$ cat config.mk
export PLATFORM = sky130hd
export DESIGN_NAME = event_history_ring_with_save_throttle
export DESIGN_NICKNAME = d
export VERILOG_FILES = /design/src/hdl/ehr_pkg.sv /design/src/hdl/event_history_ring_with_save_throttle.sv /design/src/hdl/ehr_ram.sv /design/src/hdl/ehr_ctrl.sv /design/src/hdl/ehr_out.sv
export SDC_FILE = /design/constraint.sdc
export NUM_CORES = 2
export LEC_CHECK = 0
export ABC_CLOCK_PERIOD_IN_PS = 7310
export BUFFER_PORTS_ARGS = -buffer_cell sky130_fd_sc_hd__clkbuf_2
export CAP_MARGIN = 15
export CORE_MARGIN = 2
export CORE_UTILIZATION = 60
export DETAILED_ROUTE_END_ITERATION = 10
export PLACE_DENSITY_LB_ADDON = 0.05
export SYNTH_ARGS = -nofsm -noshare
export SYNTH_HDL_FRONTEND = slang
export SYNTH_SLANG_ARGS = --single-unit
$ cat constraint.sdc
create_clock -name clk -period 7.31 [get_ports clk]
set_input_delay 0.3655 -clock clk [delete_from_list [all_inputs] [get_ports clk]]
set_output_delay 0.3655 -clock clk [all_outputs]
set_load 0.005 [all_outputs]
$ cat src/hdl/ehr_pkg.sv
package ehr_pkg;

    localparam int RING_DEPTH = 32;
    localparam int ADDR_W = $clog2(RING_DEPTH);
    localparam int COUNT_W = 6;
    localparam int AGE_W = 6;
    localparam logic [31:0] THROTTLE_RESET = 32'd60000;

    typedef enum logic [1:0] {
        CMD_LOG  = 2'd0,
        CMD_READ = 2'd1,
        CMD_TICK = 2'd2,
        CMD_NOP  = 2'd3
    } cmd_t;

    typedef struct packed {
        logic [31:0] param_one;
        logic [15:0] param_two;
        logic [7:0]  alarm_id;
        logic [7:0]  event_type;
    } event_t;

    localparam int EVENT_W = $bits(event_t);

    typedef struct packed {
        logic               ok;
        logic               save_now;
        logic               hit;
        logic [COUNT_W-1:0] count;
    } stage_t;

endpackage

$ cat src/hdl/event_history_ring_with_save_throttle.sv
// channel  | handshake                | payload
// ---------+--------------------------+---------------------------------------------
// cfg      | cfg_we                   | cfg_wdata (save throttle, ms)
// in       | in_valid / in_ready      | command, event fields, age_index, now_ms
// out      | out_valid / out_ready    | ok, save_now, entry_count, out_* fields
//
// one item per cycle sustained while the receiver keeps out_ready high; a result
// passes the registered ring read and then the output register
// rst_n clears ring pointer, count, pending save and last save time; throttle to 60000
// ring contents are not cleared and are only read below the entry count
// a stalled output holds one result in the output register and one in the read stage
module event_history_ring_with_save_throttle import ehr_pkg::*; (
    input  logic               clk,
    input  logic               rst_n,
    input  logic               cfg_we,
    input  logic [31:0]        cfg_wdata,
    input  logic               in_valid,
    output logic               in_ready,
    input  logic [1:0]         command,
    input  logic [7:0]         event_type,
    input  logic [7:0]         alarm_id,
    input  logic [31:0]        param_one,
    input  logic [15:0]        param_two,
    input  logic [31:0]        stamp_seconds,
    input  logic [AGE_W-1:0]   age_index,
    input  logic [31:0]        now_ms,
    output logic               out_valid,
    input  logic               out_ready,
    output logic               ok,
    output logic               save_now,
    output logic [COUNT_W-1:0] entry_count,
    output logic [7:0]         out_type,
    output logic [7:0]         out_alarm,
    output logic [31:0]        out_param_one,
    output logic [15:0]        out_param_two,
    output logic [31:0]        out_stamp
);

    logic              advance;
    logic              s1_valid;
    stage_t            s1;
    logic              wr_en;
    logic [ADDR_W-1:0] wr_addr;
    event_t            ev_wdata;
    logic [31:0]       st_wdata;
    logic              rd_en;
    logic [ADDR_W-1:0] rd_addr;
    event_t            ev_rdata;
    logic [31:0]       st_rdata;

    ehr_ctrl u_ctrl (
        .clk           (clk),
        .rst_n         (rst_n),
        .cfg_we        (cfg_we),
        .cfg_wdata     (cfg_wdata),
        .in_valid      (in_valid),
        .in_ready      (in_ready),
        .command       (command),
        .event_type    (event_type),
        .alarm_id      (alarm_id),
        .param_one     (param_one),
        .param_two     (param_two),
        .stamp_seconds (stamp_seconds),
        .age_index     (age_index),
        .now_ms        (now_ms),
        .advance       (advance),
        .s1_valid      (s1_valid),
        .s1            (s1),
        .wr_en         (wr_en),
        .wr_addr       (wr_addr),
        .ev_wdata      (ev_wdata),
        .st_wdata      (st_wdata),
        .rd_en         (rd_en),
        .rd_addr       (rd_addr)
    );

    ehr_ram #(
        .WIDTH (EVENT_W),
        .DEPTH (RING_DEPTH)
    ) u_event_ram (
        .clk     (clk),
        .wr_en   (wr_en),
        .wr_addr (wr_addr),
        .wr_data (ev_wdata),
        .rd_en   (rd_en),
        .rd_addr (rd_addr),
        .rd_data (ev_rdata)
    );

    ehr_ram #(
        .WIDTH (32),
        .DEPTH (RING_DEPTH)
    ) u_stamp_ram (
        .clk     (clk),
        .wr_en   (wr_en),
        .wr_addr (wr_addr),
        .wr_data (st_wdata),
        .rd_en   (rd_en),
        .rd_addr (rd_addr),
        .rd_data (st_rdata)
    );

    ehr_out u_out (
        .clk           (clk),
        .rst_n         (rst_n),
        .s1_valid      (s1_valid),
        .s1            (s1),
        .ev_rdata      (ev_rdata),
        .st_rdata      (st_rdata),
        .advance       (advance),
        .out_valid     (out_valid),
        .out_ready     (out_ready),
        .ok            (ok),
        .save_now      (save_now),
        .entry_count   (entry_count),
        .out_type      (out_type),
        .out_alarm     (out_alarm),
        .out_param_one (out_param_one),
        .out_param_two (out_param_two),
        .out_stamp     (out_stamp)
    );

endmodule

$ cat src/hdl/ehr_ram.sv
module ehr_ram #(
    parameter int WIDTH = 32,
    parameter int DEPTH = 32
) (
    input  logic                     clk,
    input  logic                     wr_en,
    input  logic [$clog2(DEPTH)-1:0] wr_addr,
    input  logic [WIDTH-1:0]         wr_data,
    input  logic                     rd_en,
    input  logic [$clog2(DEPTH)-1:0] rd_addr,
    output logic [WIDTH-1:0]         rd_data
);

    logic [WIDTH-1:0] mem [DEPTH];

    always_ff @(posedge clk)
    begin
        if (wr_en)
        begin
            mem[wr_addr] <= wr_data;
        end
        if (rd_en)
        begin
            rd_data <= mem[rd_addr];
        end
    end

endmodule

$ cat src/hdl/ehr_ctrl.sv
module ehr_ctrl import ehr_pkg::*; (
    input  logic               clk,
    input  logic               rst_n,
    input  logic               cfg_we,
    input  logic [31:0]        cfg_wdata,
    input  logic               in_valid,
    output logic               in_ready,
    input  logic [1:0]         command,
    input  logic [7:0]         event_type,
    input  logic [7:0]         alarm_id,
    input  logic [31:0]        param_one,
    input  logic [15:0]        param_two,
    input  logic [31:0]        stamp_seconds,
    input  logic [AGE_W-1:0]   age_index,
    input  logic [31:0]        now_ms,
    input  logic               advance,
    output logic               s1_valid,
    output stage_t             s1,
    output logic               wr_en,
    output logic [ADDR_W-1:0]  wr_addr,
    output event_t             ev_wdata,
    output logic [31:0]        st_wdata,
    output logic               rd_en,
    output logic [ADDR_W-1:0]  rd_addr
);

    logic [31:0]        throttle_reg;
    logic [ADDR_W-1:0]  wp_reg, wp_next;
    logic [COUNT_W-1:0] count_reg, count_next;
    logic               pending_reg, pending_next;
    logic [31:0]        last_save_reg, last_save_next;
    logic               s1_valid_reg, s1_valid_next;
    stage_t             s1_reg, s1_next;

    cmd_t               cmd;
    logic               accept;
    logic               hit;
    logic               fire;
    logic [31:0]        elapsed;
    logic [ADDR_W:0]    back_sum;

    assign cmd      = cmd_t'(command);
    assign in_ready = !s1_valid_reg || advance;
    assign accept   = in_valid && in_ready;
    assign hit      = age_index < count_reg;
    assign elapsed  = now_ms - last_save_reg;
    assign fire     = pending_reg && (elapsed >= throttle_reg);

    // age 0 is the slot just behind the write position
    assign back_sum = {1'b0, wp_reg} + (ADDR_W+1)'(RING_DEPTH - 1)
                      - {1'b0, age_index[ADDR_W-1:0]};

    always_comb
    begin
        if (back_sum >= (ADDR_W+1)'(RING_DEPTH))
        begin
            rd_addr = ADDR_W'(back_sum - (ADDR_W+1)'(RING_DEPTH));
        end
        else
        begin
            rd_addr = back_sum[ADDR_W-1:0];
        end
    end

    assign wr_en    = accept && (cmd == CMD_LOG);
    assign wr_addr  = wp_reg;
    assign ev_wdata = '{param_one: param_one, param_two: param_two,
                        alarm_id: alarm_id, event_type: event_type};
    assign st_wdata = stamp_seconds;
    assign rd_en    = accept && (cmd == CMD_READ) && hit;

    always_comb
    begin
        wp_next        = wp_reg;
        count_next     = count_reg;
        pending_next   = pending_reg;
        last_save_next = last_save_reg;
        s1_next        = s1_reg;
        s1_valid_next  = s1_valid_reg;
        if (advance)
        begin
            s1_valid_next = 1'b0;
        end
        if (accept)
        begin
            s1_valid_next    = 1'b1;
            s1_next.ok       = 1'b0;
            s1_next.save_now = 1'b0;
            s1_next.hit      = 1'b0;
            case (cmd)
                CMD_LOG:
                begin
                    if (wp_reg == ADDR_W'(RING_DEPTH - 1))
                    begin
                        wp_next = '0;
                    end
                    else
                    begin
                        wp_next = wp_reg + ADDR_W'(1);
                    end
                    if (count_reg != COUNT_W'(RING_DEPTH))
                    begin
                        count_next = count_reg + COUNT_W'(1);
                    end
                    pending_next = 1'b1;
                    s1_next.ok   = 1'b1;
                end
                CMD_READ:
                begin
                    s1_next.ok  = hit;
                    s1_next.hit = hit;
                end
                CMD_TICK:
                begin
                    if (fire)
                    begin
                        pending_next     = 1'b0;
                        last_save_next   = now_ms;
                        s1_next.ok       = 1'b1;
                        s1_next.save_now = 1'b1;
                    end
                end
                default:
                begin
                end
            endcase
            s1_next.count = count_next;
        end
    end

    always_ff @(posedge clk or negedge rst_n)
    begin
        if (!rst_n)
        begin
            throttle_reg  <= THROTTLE_RESET;
            wp_reg        <= '0;
            count_reg     <= '0;
            pending_reg   <= 1'b0;
            last_save_reg <= '0;
            s1_valid_reg  <= 1'b0;
        end
        else
        begin
            if (cfg_we)
            begin
                throttle_reg <= cfg_wdata;
            end
            wp_reg        <= wp_next;
            count_reg     <= count_next;
            pending_reg   <= pending_next;
            last_save_reg <= last_save_next;
            s1_valid_reg  <= s1_valid_next;
        end
    end

    always_ff @(posedge clk)
    begin
        s1_reg <= s1_next;
    end

    assign s1_valid = s1_valid_reg;
    assign s1       = s1_reg;

    a_count_bound: assert property (@(posedge clk) disable iff (!rst_n)
        count_reg <= COUNT_W'(RING_DEPTH))
        else $error("entry count above ring depth");

    a_log_pends: assert property (@(posedge clk) disable iff (!rst_n)
        (accept && cmd == CMD_LOG) |=> pending_reg)
        else $error("log did not set pending save");

    a_save_records: assert property (@(posedge clk) disable iff (!rst_n)
        (accept && cmd == CMD_TICK && fire) |=>
            (!pending_reg && last_save_reg == $past(now_ms)))
        else $error("signalled save not recorded");

    a_full_holds: assert property (@(posedge clk) disable iff (!rst_n)
        (accept && cmd == CMD_LOG && count_reg == COUNT_W'(RING_DEPTH)) |=>
            count_reg == COUNT_W'(RING_DEPTH))
        else $error("full ring count changed on log");

endmodule

$ cat src/hdl/ehr_out.sv
module ehr_out import ehr_pkg::*; (
    input  logic               clk,
    input  logic               rst_n,
    input  logic               s1_valid,
    input  stage_t             s1,
    input  event_t             ev_rdata,
    input  logic [31:0]        st_rdata,
    output logic               advance,
    output logic               out_valid,
    input  logic               out_ready,
    output logic               ok,
    output logic               save_now,
    output logic [COUNT_W-1:0] entry_count,
    output logic [7:0]         out_type,
    output logic [7:0]         out_alarm,
    output logic [31:0]        out_param_one,
    output logic [15:0]        out_param_two,
    output logic [31:0]        out_stamp
);

    logic               out_valid_reg;
    logic               ok_reg;
    logic               save_now_reg;
    logic [COUNT_W-1:0] count_reg;
    event_t             event_reg;
    logic [31:0]        stamp_reg;

    assign advance = s1_valid && (!out_valid_reg || out_ready);

    always_ff @(posedge clk or negedge rst_n)
    begin
        if (!rst_n)
        begin
            out_valid_reg <= 1'b0;
        end
        else if (advance)
        begin
            out_valid_reg <= 1'b1;
        end
        else if (out_ready)
        begin
            out_valid_reg <= 1'b0;
        end
    end

    // entry fields read as zero unless a read found its entry
    always_ff @(posedge clk)
    begin
        if (advance)
        begin
            ok_reg       <= s1.ok;
            save_now_reg <= s1.save_now;
            count_reg    <= s1.count;
            event_reg    <= s1.hit ? ev_rdata : '0;
            stamp_reg    <= s1.hit ? st_rdata : '0;
        end
    end

    assign out_valid     = out_valid_reg;
    assign ok            = ok_reg;
    assign save_now      = save_now_reg;
    assign entry_count   = count_reg;
    assign out_type      = event_reg.event_type;
    assign out_alarm     = event_reg.alarm_id;
    assign out_param_one = event_reg.param_one;
    assign out_param_two = event_reg.param_two;
    assign out_stamp     = stamp_reg;

endmodule

==> flow_metrics.env <==
export IMPL_status="finished, final reports clean"
export IMPL_tightestPinTransition_ps=1130
export IMPL_powerDensity_nw_per_um2=369
export IMPL_cts_buffers=348
export IMPL_num_rows=170
export IMPL_pin_count=279
export IMPL_nNetsFinal=7424
export IMPL_crit_path_start_kind="register"
export IMPL_worst_slack_ps=2030
export IMPL_hold_violations=0
export IMPL_biggestRegsByFlops="u_event_ram.mem x2048, u_stamp_ram.mem x1024, u_event_ram.rd_data x64"
export IMPL_criticalPathCategory="reg -> reg"
export IMPL_top_register="u_event_ram.mem"
export IMPL_grt_usage_pct=29.3
export IMPL_cts_reportedPaths_clkPinSlew_ps=60
export IMPL_die_width_um=469
export IMPL_via_count=67100
export IMPL_synth_yosys_seq_area_share_pct=77.3
export IMPL_wl_per_cell_um=31.3
export IMPL_crit_chain="inv_1 -> ha_1 -> nand4_1 -> a211oi_2 -> a21bo_2 -> a2111oi_4 -> o21ai_2 -> a211oi_2 -> a21oi_1 -> xnor2_1 -> ha_1 -> a21o_1 -> a21o_1 -> a21o_1 -> a21oi_1 -> o21ai_0 -> o31ai_1 -> o21ai_1 -> nand4_1 -> buf_4 -> mux2_2"
export IMPL_fin_crit_sh_pct=72.2
export IMPL_clockBufferDepth=4
export IMPL_synth_edff_count=3281
export IMPL_final_min_clock_period_ps=5280
export IMPL_cp_common_cell="a21o_1"
export IMPL_gp_congestion=0.803
export IMPL_syn_avg_cell_area_sq_um=19.7
export IMPL_hold_ws_ps=43.1
export IMPL_largest_register_ffs=2048
export IMPL_rsz0062_at_grt="false"
export IMPL_fillers=13400
export IMPL_postCtsSetupRepairBufs=0
export IMPL_dp_hpwl_um=150000
export IMPL_yosys_warnings=0
export IMPL_tns_ps=0
export IMPL_critical_path_top_delay_family="compound AO/OA/AOI/OAI gates"
export IMPL_final_cell_mix="3281 x edfxtp_1, 935 x nand2_1, 768 x mux4_2"
export IMPL_irDropWorstVdd_v=0.000424
export IMPL_worst_hold_path_type="in -> reg"
export IMPL_synth_seq_cells=3359
export IMPL_dieArea_sq_um=220000
export IMPL_setup_viol_count_final=0
export IMPL_pre_cts_ws_ps=1940
export IMPL_first_iter_violations=7774
export IMPL_synth_cell_types=58
export IMPL_grt_pass1_vias=67300
export IMPL_clock_skew_ps=42.7
export IMPL_core_sq_um=215000
export IMPL_layout_commonest_cell="edfxtp_1"
export IMPL_cts_tree="done"
export IMPL_initial_core_util_pct=60.4
export IMPL_path_max_fanout=32
export IMPL_io_buffers=278
export IMPL_critPathBufInv=2
export IMPL_p_leak_nw=48.8
export IMPL_cp_slowest_stage_delay_ps=460
export IMPL_report_final_slew_viol_count=0
export IMPL_overflow=0
export IMPL_synth_flop_cell="edfxtp_1"
export IMPL_syn_inst=6608
export IMPL_post_drt_via_cell_ratio=6.54
export IMPL_antenna_found_initial=25
export IMPL_clock_latency_ps=980
export IMPL_cts_sinks=3359
export IMPL_final_antenna_net_count=0
export IMPL_root_buffer="clkbuf_16"
export IMPL_worstPathRequired_ps=8130
export IMPL_cts_max_level=5
export IMPL_dr_pass1_iters=5
export IMPL_layout_drive_gt1_share_pct=23.1
export IMPL_grt_pass1_wl_um=467000
export IMPL_drc=0
export IMPL_synthArstFlopShare_pct=2.32
export IMPL_slowest_stage="buf_4"
export IMPL_chipHeight_um=469
export IMPL_wirelength_um=322000
export IMPL_synth_area_sq_um=130000
export IMPL_grt_max_degree=109
export IMPL_crit_arrival_ps=6100
export IMPL_synth_nets=6862
export IMPL_relSlewSlack_pct=24.6
export IMPL_max_freq_mhz=189
export IMPL_layout_area_overhead_vs_synth_pct=13.9
export IMPL_drv_cap=0
export IMPL_endpoint_kind="register"
-- power breakdown --
| group | switching [W] | internal, W |
|---|---|---|
| sequential | 0.000185 | 0.0218 |
| clock | 0.00701 | 0.0100 |
| combinational | 0.00938 | 0.00623 |
-- cell usage after synthesis, drive strengths merged, types with 3 or more instances --
| master | n | area [sq um] |
|---|---|---|
| mux4 | 768 | 17300 |
| clkbuf | 222 | 833 |
| o31ai | 4 | 30.0 |
| nand3 | 486 | 2430 |
| a21oi | 32 | 160 |
| a21o | 33 | 248 |
| o21a | 10 | 75.1 |
| inv | 80 | 300 |
| buf | 122 | 569 |
| dfrtp | 71 | 1780 |
| o41ai | 3 | 26.3 |
| xnor2 | 30 | 263 |
| ha | 79 | 988 |
| o21ai | 151 | 759 |
| nor2 | 63 | 236 |
| nand4 | 10 | 62.6 |
| xor2 | 12 | 105 |
| nand3b | 7 | 52.6 |
| a41oi | 3 | 33.8 |
| and2 | 97 | 607 |
| nand2b | 9 | 56.3 |
| nor2b | 8 | 50.1 |
| a2111oi | 3 | 45.1 |
| a211oi | 7 | 62.6 |
| edfxtp | 3281 | 98500 |
| dfstp | 7 | 184 |
| o21bai | 4 | 30.0 |
| mux2 | 33 | 372 |
| nand2 | 935 | 3510 |
| o211ai | 3 | 22.5 |
| nor3 | 9 | 45.0 |
-- routing by layer --
| metal | wire length [um] | global-route usage, % | up-vias |
|---|---|---|---|
| li1 | - | - | 27500 |
| met1 | 130000 | 42.8 | 35900 |
| met2 | 157000 | 47.3 | 3177 |
| met3 | 27600 | 5.26 | 492 |
| met4 | 6480 | 6.49 | 26 |
| met5 | 173 | 0 | - |
-- cell type report --
class | count | area, sq um | share of cell area (%)
inverters | 81 | 304 | 0.205
multi-input cells | 2824 | 28100 | 19.0
clock inverters | 155 | 1550 | 1.04
diodes | 15 | 37.5 | 0.0254
clock buffers | 442 | 9240 | 6.24
well taps | 2838 | 3550 | 2.40
flip-flops and latches | 3359 | 100000 | 67.9
repair buffers | 556 | 4710 | 3.18
-- kinds of logic after synthesis --
group,after synthesis,share of synthesized area (%)
flip-flops,3359,77.3
AND/OR/NAND/NOR,1636,5.49
multiplexers,801,13.6
buffers and inverters,425,1.31
AO/OA/AOI/OAI,264,1.22
adder cells (fa/ha/maj),81,0.791
XOR/XNOR,42,0.283
-- repair_timing --
action	4_1_cts	5_1_grt
hold endpoints to repair	1404	0
hold buffers	150	0
resized for setup	0	0
setup endpoints to repair	0	0
-- worst register-to-register path, stage by stage (launching register included) --
cell	delay [ps]
dfrtp_1	340
inv_1	40
ha_1	440
nand4_1	170
a211oi_2	200
a21bo_2	280
a2111oi_4	430
o21ai_2	120
a211oi_2	260
a21oi_1	140
xnor2_1	240
ha_1	300
a21o_1	190
a21o_1	170
a21o_1	160
a21oi_1	130
o21ai_0	90
o31ai_1	260
o21ai_1	190
nand4_1	140
buf_4	460
mux2_2	410
-- per-stage QoR --
step	utilization, %	std cells	cell area (sq um)	total power (W)
after global routing	68.8	10300	148000	0.0570
after floorplan	-	6608	130000	0.0332
after global placement	63.1	9505	136000	0.0379
after detailed placement	63.1	9508	136000	0.0380
after CTS	68.8	10300	148000	0.0550
final	68.8	10300	148000	0.0546
-- path summary, 6_finish.rpt --
path | slack, ps | from | cells past startpoint | endpoint
min in group asynchronous | 140 | rst_n | 2 | u_ctrl.last_save_reg[4]$_DFFE_PN0P_
max in group asynchronous | 6470 | rst_n | 2 | u_ctrl.wr_addr[0]$_DFFE_PN0P_
worst max-delay path | 2030 | u_ctrl.last_save_reg[14]$_DFFE_PN0P_ | 21 | u_ctrl.last_save_reg[19]$_DFFE_PN0P_
worst min-delay path | 40 | stamp_seconds[6] | 1 | u_stamp_ram.mem[17][6]$_DFFE_PP_
worst max register to register | 2030 | u_ctrl.last_save_reg[14]$_DFFE_PN0P_ | 21 | u_ctrl.last_save_reg[19]$_DFFE_PN0P_
worst min register to register | 420 | u_ctrl.s1[2]$_DFFE_PP_ | 0 | u_out.entry_count[2]$_DFFE_PP_
No activity file was read; power rests on OpenSTA's default activity.
